### config.mk
export PLATFORM = sky130hd
export DESIGN_NAME = cse_ctrl
export DESIGN_NICKNAME = d
export VERILOG_FILES = /design/src/hdl/cosine_similarity_engine_macros.svh /design/src/hdl/cse_pkg.sv /design/src/hdl/cse_ctrl.sv
export SDC_FILE = /design/constraint.sdc
export NUM_CORES = 1
export LEC_CHECK = 0
export BUFFER_PORTS_ARGS = -buffer_cell sky130_fd_sc_hd__buf_4
export CORE_AREA = 4 4 41 43
export DETAILED_ROUTE_END_ITERATION = 8
export DIE_AREA = 0 0 45 47
export PLACE_DENSITY = 0.68
export SETUP_SLACK_MARGIN = 0.1
export SLEW_MARGIN = 20
export SYNTH_ARGS = -nofsm -noshare
export SYNTH_HDL_FRONTEND = slang
export SYNTH_SLANG_ARGS = --single-unit
### constraint.sdc
create_clock -name clk -period 1.3 [get_ports clk]
set_input_delay 0.065 -clock clk [delete_from_list [all_inputs] [get_ports clk]]
set_output_delay 0.065 -clock clk [all_outputs]
set_load 0.02 [all_outputs]
### src/hdl/cosine_similarity_engine_macros.svh
// assertion macros shared by the cosine similarity engine
// they expect clk and rst_n in scope
`ifndef COSINE_SIMILARITY_ENGINE_MACROS_SVH
`define COSINE_SIMILARITY_ENGINE_MACROS_SVH

// same-cycle implication
`define CSE_ASSERT_IMP(lbl, ante, cons) \
    lbl: assert property (@(posedge clk) disable iff (!rst_n) (ante) |-> (cons)) \
        else $error("assertion failed");

// next-cycle implication
`define CSE_ASSERT_NEXT(lbl, ante, cons) \
    lbl: assert property (@(posedge clk) disable iff (!rst_n) (ante) |=> (cons)) \
        else $error("assertion failed");

`endif

### src/hdl/cse_pkg.sv
// ----------------------------------------------------------------------------
// cse_pkg
// types and constants of the cosine similarity engine
// ----------------------------------------------------------------------------
`timescale 1ns / 1ps

package cse_pkg;

    localparam int SAMPLE_BITS      = 16;
    localparam int MAX_ELEMENTS_DEF = 1024;
    localparam int DOT_W            = 43;
    localparam int SQ_W             = 41;
    localparam int SIM_W            = 16;
    localparam int STATUS_W         = 2;
    localparam int MUL_W            = 43;
    localparam int PROD_W           = 2 * MUL_W;
    localparam int MUL_CNT_W        = 6;
    localparam int Q_W              = 15;
    localparam int K_W              = 4;
    localparam int P_W              = 2 * SQ_W;
    localparam int T_W              = P_W + Q_W;
    localparam int R_W              = PROD_W + 28;
    localparam int S_W              = R_W + 2;

    localparam logic [Q_W-1:0]       ONE_Q14   = 15'd16384;
    localparam logic [K_W-1:0]       K_TOP     = 4'd14;
    localparam logic [MUL_CNT_W-1:0] MUL_STEPS = 6'd43;

    localparam logic [STATUS_W-1:0] STATUS_OK       = 2'd0;
    localparam logic [STATUS_W-1:0] STATUS_ZERO_MAG = 2'd1;
    localparam logic [STATUS_W-1:0] STATUS_TOO_LONG = 2'd2;

    // controller to datapath
    typedef struct packed {
        logic capture;
        logic accumulate;
        logic mul_load_p;
        logic mul_load_d;
        logic mul_step;
        logic srch_init;
        logic srch_step;
        logic load_out;
    } cse_cmd_t;

    // datapath to controller
    typedef struct packed {
        logic last;
        logic zero_mag;
        logic mul_last;
        logic srch_last;
        logic out_free;
    } cse_stat_t;

endpackage

### src/hdl/cse_ctrl.sv
// ----------------------------------------------------------------------------
// cse_ctrl
// sequencer: accumulate pairs, then two serial multiplies and the q search
// ----------------------------------------------------------------------------
`timescale 1ns / 1ps

module cse_ctrl
    import cse_pkg::*;
(
    input  logic      clk,
    input  logic      rst_n,
    input  logic      in_valid,
    output logic      in_ready,
    input  cse_stat_t stat,
    output cse_cmd_t  cmd
);

    typedef enum logic [7:0] {
        ST_IDLE   = 8'b0000_0001,
        ST_ACC    = 8'b0000_0010,
        ST_MULP_L = 8'b0000_0100,
        ST_MULP   = 8'b0000_1000,
        ST_MULD_L = 8'b0001_0000,
        ST_MULD   = 8'b0010_0000,
        ST_SRCH   = 8'b0100_0000,
        ST_FIN    = 8'b1000_0000
    } state_t;

    state_t state_reg, state_next;

    // state register
    always_ff @(posedge clk or negedge rst_n)
    begin
        if (!rst_n)
        begin
            state_reg <= ST_IDLE;
        end
        else
        begin
            state_reg <= state_next;
        end
    end

    // next state and commands
    always_comb
    begin
        state_next = state_reg;
        cmd        = '0;
        in_ready   = 1'b0;
        case (state_reg)
            ST_IDLE:
            begin
                in_ready    = 1'b1;
                cmd.capture = in_valid;
                if (in_valid)
                begin
                    state_next = ST_ACC;
                end
            end
            ST_ACC:
            begin
                cmd.accumulate = 1'b1;
                state_next     = stat.last ? ST_MULP_L : ST_IDLE;
            end
            ST_MULP_L:
            begin
                if (stat.zero_mag)
                begin
                    state_next = ST_FIN;
                end
                else
                begin
                    cmd.mul_load_p = 1'b1;
                    state_next     = ST_MULP;
                end
            end
            ST_MULP:
            begin
                cmd.mul_step = 1'b1;
                if (stat.mul_last)
                begin
                    state_next = ST_MULD_L;
                end
            end
            ST_MULD_L:
            begin
                cmd.mul_load_d = 1'b1;
                state_next     = ST_MULD;
            end
            ST_MULD:
            begin
                cmd.mul_step = 1'b1;
                if (stat.mul_last)
                begin
                    state_next = ST_SRCH;
                end
            end
            ST_SRCH:
            begin
                if (!cmd.srch_init && stat.srch_last)
                begin
                    state_next = ST_FIN;
                end
                cmd.srch_step = 1'b1;
            end
            ST_FIN:
            begin
                if (stat.out_free)
                begin
                    cmd.load_out = 1'b1;
                    state_next   = ST_IDLE;
                end
            end
            default:
            begin
                state_next = ST_IDLE;
            end
        endcase
        // search setup happens on the last multiply step
        if (state_reg == ST_MULD && stat.mul_last)
        begin
            cmd.srch_init = 1'b1;
        end
    end

endmodule

==> flow_summary.yaml <==
status:
  outcome: "complete, but fails checks"
  violations: "setup timing"
yosys:
  synth_top_flop_cell: "dfrtp_1"
  netlist_area_um2: 539
  yosysSeqAreaShare_pct: 37.4
  ys_ff_latch: 8
  synth_area_per_cell_um2: 9.14
  yosysTopAreaCell: "dfrtp_1"
  async_reset_ff_share_pct: 100
  synth.top_cell.area_share_pct: 32.5
  ys_top_cells_by_count: "dfrtp_1, nor2_1, inv_1"
  synth_warnings: 0
  synth.area.top_cells: "dfrtp_1, nor4_4, dfstp_2, nor2_1, nand4b_1"
  synth_edf_count: 0
  synth_fp_nets: 67
  yosys.cell_types.count: 27
  synthCells: 59
pwr:
  power-per-cell-area_nw_per_um2: 1430
  power_w: 0.00150
  internal_power_w: 0.000918
  ir_drop_mv: 1.10
  power.share.sequential_pct: 22.9
  swShare_pct: 38.8
  combinationalPowerShare_pct: 63.0
  p_sw_w: 0.000581
  p_leak_nw: 0.514
  p_clk_share_pct: 14.0
detailed_routing:
  wl_met2_um: 1190
  routed_wl_um: 2100
  wl_per_cell_um: 17.8
  vias: 647
  wl_met1_um: 831
  ant_nets: 0
  drtIter0Drc: 20
  first_pass_iters: 4
  wl_met3_um: 41
  viasPerCell: 5.48
  remaining_drc_errors: 0
  maxUsedRoutingLayer: "met4"
worst_setup_path:
  endpoint_kind: "output port"
  reg2reg_depth: 6
  critPathMaxFanout: 4
  crit_type: "reg -> out"
  critical_path_required_ns: 1.24
  cp-start-kind: "flop"
  worstPathArrival_ns: 1.61
place:
  post-dp-hpwl_um: 1230
  dp_cells: 101
  place.gp.congestion: 0.813
  place_area_um2: 796
  portBuffers: 16
sta:
  finalSetupViolCount: 17
  finalHoldViolations: 0
  min_period_over_period_pct: 129
  grt_setup_unrepaired: "yes"
  period_minus_slack_ns: 1.68
  slew_viol_final: 0
  worst_pin_slew_ns: 0.401
  slew_headroom_pct: 73.1
  setup_slack_ns: -0.378
  fmax_mhz: 596
  holdWs_ns: 0.0123
  worst_clock_skew_ns: 0.00455
min_path:
  holdPathStages: 2
  min_path_type: "in -> reg"
floorplanning:
  io_pins: 17
  die_h_um: 47
  rows: 13
  die_area_um2: 2120
  start_util_pct: 41.4
  die_w_um: 45
  core_area_um2: 1300
clock_tree:
  clock_latency_ns: 0.26
  cts_sinks: 8
  cts_buffers: 3
  cts_root_buffer: "clkbuf_4"
  h-tree-depth: 1
  cts_tree: "done"
  clk_path_buf_depth: 2
  clk_pin_slew_ns: 0.06
global_routing:
  grt_pass1_vias: 697
  globalRouteOverflowTotal: 0
  antenna_found_initial: 0
  grt_max_degree: 9
  globalRouteTotalUtil_pct: 20.7
  grt_pass1_wl_um: 3090
cells_and_area:
  fin_nets: 112
  largest_reg_flops: 8
  antenna_cells: 0
  final_cell_area_um2: 1050
  n_fill_cell: 82
  drive_above_1_share_pct: 64.1
  syn2layout_area_growth_pct: 94.7
  stdcell_count: 118
job:
  cap_violations: 0
-- path summary, 6_finish.rpt --
path | startpoint | to | slack, ns
max | state_reg[5]$_DFFE_PN0P_ | cmd[0] | -0.38
min | stat[0] | state_reg[7]$_DFFE_PN0P_ | 0.01
max reg2reg | state_reg[7]$_DFFE_PN0P_ | state_reg[5]$_DFFE_PN0P_ | -0.32
min reg2reg | state_reg[2]$_DFFE_PN0P_ | state_reg[4]$_DFFE_PN0P_ | 0.68
max in group asynchronous | rst_n | state_reg[0]$_DFFE_PN1P_ | 0.91
min in group asynchronous | rst_n | state_reg[4]$_DFFE_PN0P_ | 0.17
-- per-layer routing --
| layer | up-vias | track usage (%) |
|---|---|---|
| met5 | - | 0 |
| met4 | 0 | 10.5 |
| met3 | 4 | 3.83 |
| met2 | 9 | 36.7 |
| met1 | 327 | 23.7 |
| li1 | 307 | - |
-- final cells by class --
cell class / count / area [um^2] / share of cell area [%]
multi-input cells: 44 / 420 / 40.0
repair buffers: 41 / 358 / 34.1
flip-flops and latches: 8 / 204 / 19.4
clock buffers: 4 / 26.3 / 2.50
inverters: 6 / 22.5 / 2.15
well taps: 15 / 18.8 / 1.79
-- critical path, cell delays in order, from the launching register on --
cell	delay, ns
dfrtp_2	0.42
nor4_4	0.31
buf_4	0.18
nand4b_1	0.18
nor2_4	0.13
buf_6	0.12
-- power groups by stage --
stage	clock [W]	sequential, W	combinational, W
floorplan	0	0.000365	0.000355
global placement	0	0.000346	0.000613
detailed placement	0	0.000347	0.000632
CTS	0.000218	0.000343	0.000845
global route	0.000222	0.000351	0.00100
finish	0.000211	0.000344	0.000945
-- per-stage QoR --
stage / util [%] / setup slack (ns) / TNS, ns
global route: 80.7 / -0.459 / -5.46
global placement: 61.2 / -0.164 / -0.821
CTS: 76.1 / -0.352 / -3.51
detailed placement: 61.2 / -0.148 / -0.807
floorplan: - / -0.139 / -0.564
finish: 80.7 / -0.378 / -4.24
-- cell usage in the layout, fill, tap and decap left out, types with 2 or more instances in the layout --
cell type	count
buf_4	27
buf_6	12
dfrtp_1	5
nor2_1	4
inv_1	3
nor4_4	3
nand4b_1	3
inv_2	3
nand2b_1	3
clkbuf_4	3
nand2_2	2
nor2_4	2
xor2_1	2
and2_4	2
nor3b_1	2
a21o_1	2
dlygate4sd3_1	2
dfrtp_2	2
-- what timing repair did --
item,4_1_cts,5_1_grt
resized for setup,19,9
hold endpoints to repair,9,0
hold buffers,2,0
buffers inserted,9,3
setup endpoints to repair,17,17
pin swaps,11,9
-- cell families after synthesis --
kind of cell	count (synthesis)	share of synthesized area (%)
xor+xnor	2	3.25
compound gates	11	15.5
flops	8	37.4
simple gates	31	38.3
buf+inv	7	5.57
(Power assumes the default switching activity.)
